===== src/u8d_pkg.sv =====
// shared types, constants and helpers of the utf-8 code point decoder
`timescale 1ns / 1ps

package u8d_pkg;

    localparam int unsigned CP_W  = 21;
    localparam int unsigned ADV_W = 3;

    localparam logic [CP_W-1:0] ERR_CODE_POINT = 21'h00FFFF;
    localparam logic [CP_W-1:0] MIN_THREE      = 21'h000800;
    localparam logic [CP_W-1:0] MIN_FOUR       = 21'h010000;
    localparam logic [CP_W-1:0] CP_LIMIT       = 21'h110000;
    localparam logic [CP_W-1:0] NONCHAR_LO     = 21'h00FDD0;
    localparam logic [CP_W-1:0] NONCHAR_HI     = 21'h00FDEF;
    localparam logic [9:0]      SURR_HIGH_BITS = 10'h01B;  // 0xd800 >> 11
    localparam logic [CP_W-1:0] ASCII_LIMIT    = 21'h000080;

    localparam logic [ADV_W-1:0] ADV_ONE   = 3'd1;
    localparam logic [ADV_W-1:0] ADV_TWO   = 3'd2;
    localparam logic [ADV_W-1:0] ADV_THREE = 3'd3;
    localparam logic [ADV_W-1:0] ADV_FOUR  = 3'd4;

    typedef enum logic [2:0] {
        FORM_ASCII,
        FORM_TWO,
        FORM_THREE,
        FORM_FOUR,
        FORM_BAD
    } t_form;

    // after lead decode and continuation checks
    typedef struct packed {
        t_form            form;
        logic             seq_ok;
        logic [CP_W-1:0]  value;
    } t_cls;

    // after range and validity checks
    typedef struct packed {
        t_form            form;
        logic             bad;
        logic [CP_W-1:0]  value;
    } t_chk;

    function automatic logic [ADV_W-1:0] form_len(input t_form form);
        logic [ADV_W-1:0] len;
        unique case (form)
            FORM_ASCII: len = ADV_ONE;
            FORM_TWO:   len = ADV_TWO;
            FORM_THREE: len = ADV_THREE;
            FORM_FOUR:  len = ADV_FOUR;
            default:    len = ADV_ONE;
        endcase
        return len;
    endfunction

endpackage


===== src/u8d_classify.sv =====
// stage one: lead byte decode, continuation checks and value assembly
`timescale 1ns / 1ps

module u8d_classify
    import u8d_pkg::*;
(
    input  logic        i_clk,
    input  logic        i_rst_n,
    input  logic        i_valid,
    output logic        o_ready,
    input  logic [7:0]  i_byte0,
    input  logic [7:0]  i_byte1,
    input  logic [7:0]  i_byte2,
    input  logic [7:0]  i_byte3,
    output logic        o_valid,
    input  logic        i_ready,
    output t_cls        o_cls
);

    logic  r_valid;
    t_cls  r_cls;
    t_cls  n_cls;
    logic  c1_ok;
    logic  c2_ok;
    logic  c3_ok;

    assign c1_ok = (i_byte1[7:6] == 2'b10);
    assign c2_ok = (i_byte2[7:6] == 2'b10);
    assign c3_ok = (i_byte3[7:6] == 2'b10);

    always_comb begin
        n_cls.form   = FORM_BAD;
        n_cls.seq_ok = 1'b0;
        n_cls.value  = ERR_CODE_POINT;
        unique casez (i_byte0)
            8'b0???????: begin
                n_cls.form   = FORM_ASCII;
                n_cls.seq_ok = 1'b1;
                n_cls.value  = {14'd0, i_byte0[6:0]};
            end
            8'b110?????: begin
                // c0 and c1 are overlong leads
                n_cls.form   = FORM_TWO;
                n_cls.seq_ok = (i_byte0[4:1] != 4'd0) && c1_ok;
                n_cls.value  = {10'd0, i_byte0[4:0], i_byte1[5:0]};
            end
            8'b1110????: begin
                n_cls.form   = FORM_THREE;
                n_cls.seq_ok = c1_ok && c2_ok;
                n_cls.value  = {5'd0, i_byte0[3:0], i_byte1[5:0], i_byte2[5:0]};
            end
            8'b11110???: begin
                n_cls.form   = FORM_FOUR;
                n_cls.seq_ok = c1_ok && c2_ok && c3_ok;
                n_cls.value  = {i_byte0[2:0], i_byte1[5:0], i_byte2[5:0], i_byte3[5:0]};
            end
            default: begin
                // stray continuation byte or f8-ff lead
                n_cls.form   = FORM_BAD;
                n_cls.seq_ok = 1'b0;
                n_cls.value  = ERR_CODE_POINT;
            end
        endcase
    end

    assign o_ready = !r_valid || i_ready;

    always_ff @(posedge i_clk) begin
        if (!i_rst_n) begin
            r_valid <= 1'b0;
        end else if (o_ready) begin
            r_valid <= i_valid;
        end
    end

    always_ff @(posedge i_clk) begin
        if (o_ready && i_valid) begin
            r_cls <= n_cls;
        end
    end

    assign o_valid = r_valid;
    assign o_cls   = r_cls;

endmodule


===== src/u8d_check.sv =====
// stage two: minimum value and code point validity checks
`timescale 1ns / 1ps

module u8d_check
    import u8d_pkg::*;
(
    input  logic  i_clk,
    input  logic  i_rst_n,
    input  logic  i_valid,
    output logic  o_ready,
    input  t_cls  i_cls,
    output logic  o_valid,
    input  logic  i_ready,
    output t_chk  o_chk
);

    logic  r_valid;
    t_chk  r_chk;
    t_chk  n_chk;
    logic  below_min;
    logic  cp_ok;
    logic  long_form;

    assign long_form = (i_cls.form == FORM_THREE) || (i_cls.form == FORM_FOUR);
    assign below_min = (i_cls.form == FORM_THREE) ? (i_cls.value < MIN_THREE)
                                                  : (i_cls.value < MIN_FOUR);

    // reject out of range, surrogates, fdd0-fdef and xfffe/xffff
    assign cp_ok = (i_cls.value < CP_LIMIT)
                && (i_cls.value[20:11] != SURR_HIGH_BITS)
                && !((i_cls.value >= NONCHAR_LO) && (i_cls.value <= NONCHAR_HI))
                && (i_cls.value[15:1] != 15'h7FFF);

    always_comb begin
        n_chk.form  = i_cls.form;
        n_chk.value = i_cls.value;
        n_chk.bad   = !i_cls.seq_ok || (i_cls.form == FORM_BAD)
                   || (long_form && (below_min || !cp_ok));
    end

    assign o_ready = !r_valid || i_ready;

    always_ff @(posedge i_clk) begin
        if (!i_rst_n) begin
            r_valid <= 1'b0;
        end else if (o_ready) begin
            r_valid <= i_valid;
        end
    end

    always_ff @(posedge i_clk) begin
        if (o_ready && i_valid) begin
            r_chk <= n_chk;
        end
    end

    assign o_valid = r_valid;
    assign o_chk   = r_chk;

endmodule


===== src/u8d_emit.sv =====
// stage three: result selection and output register
`timescale 1ns / 1ps

module u8d_emit
    import u8d_pkg::*;
(
    input  logic              i_clk,
    input  logic              i_rst_n,
    input  logic              i_valid,
    output logic              o_ready,
    input  t_chk              i_chk,
    output logic              o_valid,
    input  logic              i_ready,
    output logic [CP_W-1:0]   o_code_point,
    output logic [ADV_W-1:0]  o_advance,
    output logic              o_invalid
);

    logic              r_valid;
    logic [CP_W-1:0]   r_code_point;
    logic [ADV_W-1:0]  r_advance;
    logic              r_invalid;
    logic [CP_W-1:0]   n_code_point;
    logic [ADV_W-1:0]  n_advance;

    // on error resync one byte past the lead
    assign n_code_point = i_chk.bad ? ERR_CODE_POINT : i_chk.value;
    assign n_advance    = i_chk.bad ? ADV_ONE : form_len(i_chk.form);

    assign o_ready = !r_valid || i_ready;

    always_ff @(posedge i_clk) begin
        if (!i_rst_n) begin
            r_valid <= 1'b0;
        end else if (o_ready) begin
            r_valid <= i_valid;
        end
    end

    always_ff @(posedge i_clk) begin
        if (o_ready && i_valid) begin
            r_code_point <= n_code_point;
            r_advance    <= n_advance;
            r_invalid    <= i_chk.bad;
        end
    end

    assign o_valid      = r_valid;
    assign o_code_point = r_code_point;
    assign o_advance    = r_advance;
    assign o_invalid    = r_invalid;

endmodule


===== src/utf8_code_point_decoder.sv =====
// top level of the utf-8 code point decoder: three register stages
`timescale 1ns / 1ps
//
//  channel   direction  handshake                       payload
//  s_axis    in         i_s_axis_tvalid/o_s_axis_tready  tdata[31:0] byte0..byte3
//  m_axis    out        o_m_axis_tvalid/i_m_axis_tready  tdata[23:0] code_point,advance
//                                                        tuser[0]    invalid
//
//  one character per cycle sustained while the output is not stalled; one register
//  per stage (classify, check, emit), so each character passes the classify, check
//  and emit registers in that order before its result can be transferred
//  ready travels back combinationally: a stage loads when empty or draining,
//  so a stall on the output holds every stage and nothing is dropped
//  i_rst_n is synchronous, active low, and clears only the stage valid bits

module utf8_code_point_decoder
    import u8d_pkg::*;
(
    input  logic         i_clk,
    input  logic         i_rst_n,
    input  logic         i_s_axis_tvalid,
    output logic         o_s_axis_tready,
    input  logic [31:0]  i_s_axis_tdata,   // byte0[7:0], byte1[15:8], byte2[23:16], byte3[31:24]
    output logic         o_m_axis_tvalid,
    input  logic         i_m_axis_tready,
    output logic [23:0]  o_m_axis_tdata,   // code_point[20:0], advance[23:21]
    output logic [0:0]   o_m_axis_tuser    // invalid[0]
);

    // stage handshakes
    logic              cls_valid;
    logic              cls_ready;
    t_cls              cls_data;
    logic              chk_valid;
    logic              chk_ready;
    t_chk              chk_data;

    // output fields
    logic [CP_W-1:0]   code_point;
    logic [ADV_W-1:0]  advance;
    logic              invalid;

    // lead decode, continuation bytes, raw value
    u8d_classify u_classify (
        .i_clk   (i_clk),
        .i_rst_n (i_rst_n),
        .i_valid (i_s_axis_tvalid),
        .o_ready (o_s_axis_tready),
        .i_byte0 (i_s_axis_tdata[7:0]),
        .i_byte1 (i_s_axis_tdata[15:8]),
        .i_byte2 (i_s_axis_tdata[23:16]),
        .i_byte3 (i_s_axis_tdata[31:24]),
        .o_valid (cls_valid),
        .i_ready (cls_ready),
        .o_cls   (cls_data)
    );

    // overlong and code point validity tests
    u8d_check u_check (
        .i_clk   (i_clk),
        .i_rst_n (i_rst_n),
        .i_valid (cls_valid),
        .o_ready (cls_ready),
        .i_cls   (cls_data),
        .o_valid (chk_valid),
        .i_ready (chk_ready),
        .o_chk   (chk_data)
    );

    // error substitution and output register
    u8d_emit u_emit (
        .i_clk        (i_clk),
        .i_rst_n      (i_rst_n),
        .i_valid      (chk_valid),
        .o_ready      (chk_ready),
        .i_chk        (chk_data),
        .o_valid      (o_m_axis_tvalid),
        .i_ready      (i_m_axis_tready),
        .o_code_point (code_point),
        .o_advance    (advance),
        .o_invalid    (invalid)
    );

    assign o_m_axis_tdata = {advance, code_point};
    assign o_m_axis_tuser = invalid;

    // a rejected sequence always reports the error value with a single byte advance
    a_err_result : assert property (@(posedge i_clk) disable iff (!i_rst_n)
        (o_m_axis_tvalid && invalid) |-> (code_point == ERR_CODE_POINT) && (advance == ADV_ONE))
        else $error("invalid result without error code point or unit advance");

    // advance of an accepted sequence is its length, never zero or above four
    a_adv_range : assert property (@(posedge i_clk) disable iff (!i_rst_n)
        o_m_axis_tvalid |-> (advance != 3'd0) && (advance <= ADV_FOUR))
        else $error("advance out of range");

    // a good single byte result is plain ascii
    a_ascii : assert property (@(posedge i_clk) disable iff (!i_rst_n)
        (o_m_axis_tvalid && !invalid && (advance == ADV_ONE)) |-> (code_point < ASCII_LIMIT))
        else $error("single byte result outside ascii");

    // a good result is always below the code space limit
    a_cp_limit : assert property (@(posedge i_clk) disable iff (!i_rst_n)
        (o_m_axis_tvalid && !invalid) |-> (code_point < CP_LIMIT))
        else $error("valid code point above code space");

endmodule


===== config.mk =====
export PLATFORM = sky130hd
export DESIGN_NAME = utf8_code_point_decoder
export DESIGN_NICKNAME = d
export VERILOG_FILES = /design/src/u8d_pkg.sv /design/src/u8d_classify.sv /design/src/u8d_check.sv /design/src/u8d_emit.sv /design/src/utf8_code_point_decoder.sv
export SDC_FILE = /design/constraint.sdc
export NUM_CORES = 1
export LEC_CHECK = 0
export BUFFER_PORTS_ARGS = -buffer_cell sky130_fd_sc_hd__buf_4
export CORE_UTILIZATION = 36
export DETAILED_ROUTE_END_ITERATION = 16
export HOLD_SLACK_MARGIN = 0.08
export PLACE_DENSITY = 0.53
export SYNTH_ARGS = -nofsm -noshare
export SYNTH_HDL_FRONTEND = slang
export SYNTH_HIERARCHICAL = 1
export SYNTH_SLANG_ARGS = --single-unit

===== constraint.sdc =====
create_clock -name i_clk -period 3.08 [get_ports i_clk]
set_input_delay 0 -clock i_clk [delete_from_list [all_inputs] [get_ports i_clk]]
set_output_delay 0 -clock i_clk [all_outputs]
set_load 0.02 [all_outputs]

# Yosys cells after proc, flatten, opt, wreduce, memory -nomap -nowiden
# Cells that the tools add are included.
# classes
muxes,3
n_eq_ne,14
n_reduce_logical,25
n_bitwise,1
order_cmp,5
# op_table
operator,count
$pmux 25 s4,1
$ge 21x16->1 const B,1
$le 21x16->1 const B,1
$lt 21x12->1 const B,1
$lt 21x17->1 const B,1
$lt 21x21->1 const B,1
$ne 15x15->1 const B,1
$eq 3x2->1 const B,4
$logic_and 1x1->1,11
$ne 10x5->1 const B,1
$pmux 3 s3,1
$logic_or 1x1->1,7
$eq 2x2->1 const B,3
$eq 3x3->1 const B,2
$logic_not 1->1,6
$eq 5x5->1 const B,1
$eq 4x4->1 const B,1
$reduce_bool 4->1,1
$eq 3x1->1 const B,1
$mux 1,1
$not 1->1,1
# word_totals
output_inout_bits,27
wordCells,60
register_bits,78
in_bits,36

# Longest topological paths before layout
# logic_depth
ltp_word,9
mapped_depth,6
depth_no_buf,5

# By module
# Netlist, hierarchy kept.
# modules_own_cells
mod,cells_each,seq_area_each_um2,area_each_um2,n_inst
u8d_classify,107,770.7,1355.0,1
u8d_emit,58,770.7,974.7,1
u8d_check,52,770.7,918.4,1

# Least setup slack after synthesis
# Ideal clock, no wire load.
# synth_timing
kind,register to register
from,reg u_emit.r_valid (netlist: u_emit/o_valid)
to,"reg u_classify.r_cls, in the netlist u_classify/o_cls[0] (enable)"
setup_time_ns,0.384
path_stages_with_launch,5
t_required_ns,2.696
n_path_buf,0
arrival_ns,1.522
synth_period_minus_slack_ns,1.906
setup_slack_ns,1.174
cell_sequence,dfxtp_1 > nand2b_1 > nand2b_1 > nand2b_1 > and2_1
# synth_between
elab_chain_cells,5
# synth_rtl
item,line_no,text
from (decl),u8d_emit.sv:19,logic r_valid;
from (signal assigned),u8d_emit.sv:36,r_valid <= i_valid;
$logic_not 1->1,u8d_emit.sv:30,assign o_ready = !r_valid || i_ready;
$logic_or 1x1->1,u8d_emit.sv:30,
named net chk_ready,utf8_code_point_decoder.sv:35,logic chk_ready;
$logic_or 1x1->1,u8d_check.sv:41,assign o_ready = !r_valid || i_ready;
named net cls_ready,utf8_code_point_decoder.sv:32,logic cls_ready;
$logic_or 1x1->1,u8d_classify.sv:66,assign o_ready = !r_valid || i_ready;
named net o_s_axis_tready,utf8_code_point_decoder.sv:22,"output logic o_s_axis_tready,"
$logic_and 1x1->1,u8d_classify.sv:77,if (o_ready && i_valid) begin
to (signal assigned),u8d_classify.sv:78,r_cls <= n_cls;
to (decl),u8d_classify.sv:21,t_cls r_cls;
# The timed path passes the listed nets, and every way through them passes these cells.
# A chain may end at the register's enable or synchronous reset.

==> results.sh <==
export IMPL_status="completed"
export IMPL_ys_warn_count=6
export IMPL_drc_errors=0
export IMPL_crit_type="in2reg"
export IMPL_yosysSeqAreaShare_pct=71.2
export IMPL_via_per_inst=4.91
export IMPL_synth_simple_area_share_pct=15.5
export IMPL_use_met2_pct=22.3
export IMPL_fin_ws_ns=0.825
export IMPL_initial_core_util_pct=37.2
export IMPL_place_ws_ns=1.31
export IMPL_fill_cells=796
export IMPL_p_sw_uw=455
export IMPL_clock_sinks=78
export IMPL_dpl_hpwl_um=4240
export IMPL_drive_above_1_share_pct=26.8
export IMPL_detail_route_wirelength_um=6100
export IMPL_pin_count=63
export IMPL_ir_drop_v=0.000250
export IMPL_dpl_cell_area_sq_um=3770
export IMPL_final_setup_tns_ns=0
export IMPL_cts_made_buffers=9
export IMPL_die_width_um=97.0
export IMPL_fin_total_pwr_mw=2.09
export IMPL_cts_root_buf="clkbuf_8"
export IMPL_synth_nets=253
export IMPL_r2r_slack_ns=1.28
export IMPL_synthMuxAreaShare_pct=0
export IMPL_setup_viol=0
export IMPL_rsz0062_at_grt="false"
export IMPL_clockPowerShare_pct=30.9
export IMPL_crit_path_end_kind="flip-flop"
export IMPL_slew_headroom_pct=27.2
export IMPL_swShare_pct=21.7
export IMPL_first_pass_iters=4
export IMPL_io_buffers=62
export IMPL_nets=344
export IMPL_fmax_mhz=443
export IMPL_leakage_nw=1.58
export IMPL_syn2layout_area_growth_pct=30.3
export IMPL_die_area_sq_um=9410
export IMPL_post_synth_top_area_cell="edfxtp_1"
export IMPL_synth_top_cell_area_share_pct=69.3
export IMPL_ys_types=44
export IMPL_grt_overflow=0
export IMPL_antenna_found_initial=0
export IMPL_crit_fanout=14
export IMPL_grt_pass1_vias=2037
export IMPL_diodes=0
export IMPL_yosys_register_bits=78
export IMPL_p_int_mw=1.64
export IMPL_syn_cell_area_sq_um=3250
export IMPL_hold_violations=0
export IMPL_synth_adder_area_share_pct=0
export IMPL_synth_compound_gate_area_share_pct=9.55
export IMPL_pwr_share_comb_pct=9.7
export IMPL_register_area_sq_um=2310
export IMPL_cts_setup_buffers=0
export IMPL_grt_max_degree=26
export IMPL_min_path_type="in2reg"
export IMPL_crit_arrival_ns=2.46
export IMPL_synth_most_common_cell="edfxtp_1"
export IMPL_wl_per_cell_um=14.5
export IMPL_netlist_instances=217
export IMPL_multi_input_area_sq_um=832
export IMPL_drt_antenna_violating_nets=0
export IMPL_cts_resized=0
export IMPL_core_area_sq_um=8720
export IMPL_power_density_nw_per_um2=495
export IMPL_clock_skew_ns=0.0107
export IMPL_htree_levels=3
export IMPL_maxCapViolations=0
export IMPL_cts_tree="yes"
export IMPL_final_area_sq_um=4230
export IMPL_gr_usage_met1_pct=17.2
export IMPL_synth_top_family_by_area="simple AND/OR/NAND/NOR gates"
export IMPL_slew_violations=0
export IMPL_die_h_um=97.0
export IMPL_synthTopCellsByArea="edfxtp_1, a221o_1, or2_1"
export IMPL_drtIter0Drc=65
export IMPL_hold_buffers=29
export IMPL_busiest_layer="met2"
export IMPL_fin_crit_sh_pct=73.2
export IMPL_grt_use_total_pct=13.8
export IMPL_synth_xor_area_share_pct=0.539
export IMPL_cp_start_kind="input pin"
export IMPL_layout_min_cycle_time_ns=2.25
export IMPL_hold_worst_slack_ns=0.101
export IMPL_synth_edff_count=75
export IMPL_seqPwrFrac_pct=59.4
export IMPL_syn_area_per_cell_sq_um=15.0
export IMPL_num_vias=2068
export IMPL_critPathRequiredTime_ns=3.28
export IMPL_worstMarginPinSlew_ns=1.09
export IMPL_clk_latency_ns=0.34
export IMPL_grt_pass1_wl_um=10000
export IMPL_routabilityCongestion=0.838
export IMPL_synthFlopType="edfxtp_1"
export IMPL_synthTopCellsByCount="edfxtp_1, or2_1, a221o_1, nand2_1, nand2b_1"
export IMPL_async_reset_ff_share_pct=0
export IMPL_clk_path_buf_depth=2
export IMPL_num_rows=34
export IMPL_clkSlewWorstSetupHoldPaths_ns=0.07
export IMPL_use_met3_pct=3.32
[through the flow]
stage / utilization [%] / std cells
after global routing: 48.5 / 421
after detailed placement: 43.3 / 376
after CTS: 48.5 / 421
final: 48.5 / 421
after floorplan: - / 217
after global placement: 43.3 / 376
[final timing paths]
check	from	end	depth (start not counted)
worst max-delay path	i_s_axis_tdata[7]	u_classify/o_cls[6]	6
worst min-delay path	i_s_axis_tdata[19]	u_classify/o_cls[9]	3
worst max register to register	u_emit/o_valid	u_check/o_chk[8]	3
worst min register to register	u_classify/o_cls[0]	u_check/o_chk[0]	0
[placed cells by master (no fill, tap or decap), types with 2 or more instances in the layout]
| cell type | count |
|---|---|
| nor2_1 | 4 |
| nor2b_1 | 4 |
| a221o_1 | 12 |
| or3b_1 | 2 |
| and3_1 | 6 |
| a22o_1 | 5 |
| a31oi_1 | 2 |
| clkbuf_8 | 10 |
| nand2b_1 | 9 |
| o21ai_0 | 2 |
| a32oi_1 | 3 |
| nand2_1 | 9 |
| buf_4 | 63 |
| nand4b_1 | 2 |
| a21oi_1 | 5 |
| edfxtp_1 | 75 |
| nand3_1 | 4 |
| and2b_2 | 2 |
| nand4_1 | 3 |
| xnor2_1 | 2 |
| inv_1 | 6 |
| dfxtp_1 | 3 |
| clkbuf_1 | 2 |
| or2_2 | 2 |
| nor3_1 | 3 |
| dlygate4sd3_1 | 29 |
| and3b_1 | 2 |
| or2_1 | 16 |
| or4_1 | 2 |
| and2_1 | 4 |
| a21boi_0 | 3 |
| clkinv_2 | 3 |
[cell type report]
| cell class | count | area share (%) |
|---|---|---|
| Inverter | 6 | 0.532 |
| Tap cell | 108 | 3.19 |
| Multi-Input combinational cell | 121 | 19.7 |
| Clock inverter | 4 | 0.532 |
| Clock buffer | 12 | 3.43 |
| Timing Repair Buffer | 92 | 18.0 |
| Sequential cell | 78 | 54.6 |
[worst max-delay path, cell delays in order]
cell	delay [ns]
dlygate4sd3_1	0.52
buf_4	0.15
inv_1	0.14
a21oi_1	0.85
a221o_1	0.23
dlygate4sd3_1	0.55
[state kept, by name, summed over array words and instances (netlist names)]
signal,flops
u_check/o_chk,25
u_classify/o_cls,25
u_emit/o_code_point,21
u_emit/o_advance,3
u_check/o_valid,1
u_classify/o_valid,1
u_emit/o_invalid,1
u_emit/o_valid,1
[power groups by stage]
stage | sequential, mW | clock (mW) | combinational, mW
2_1_floorplan | 1.27 | 0 | 0.0898
3_3_place_gp | 1.27 | 0 | 0.169
3_5_place_dp | 1.27 | 0 | 0.171
4_1_cts | 1.25 | 0.670 | 0.203
5_1_grt | 1.25 | 0.718 | 0.221
6_report | 1.24 | 0.647 | 0.202
[logic make-up after synthesis]
group,after synthesis
buffers and inverters,18
flip-flops,78
AO/OA/AOI/OAI,38
AND/OR/NAND/NOR,81
XOR/XNOR,2
[routing by layer]
metal  part of all wire [%]  routed length, um
met1                     46               2790
met2                     48               2950
met3                    4.3                260
met4                    1.7                106
met5                      0                  0
Note: power is estimated with default switching activity, not from simulation.
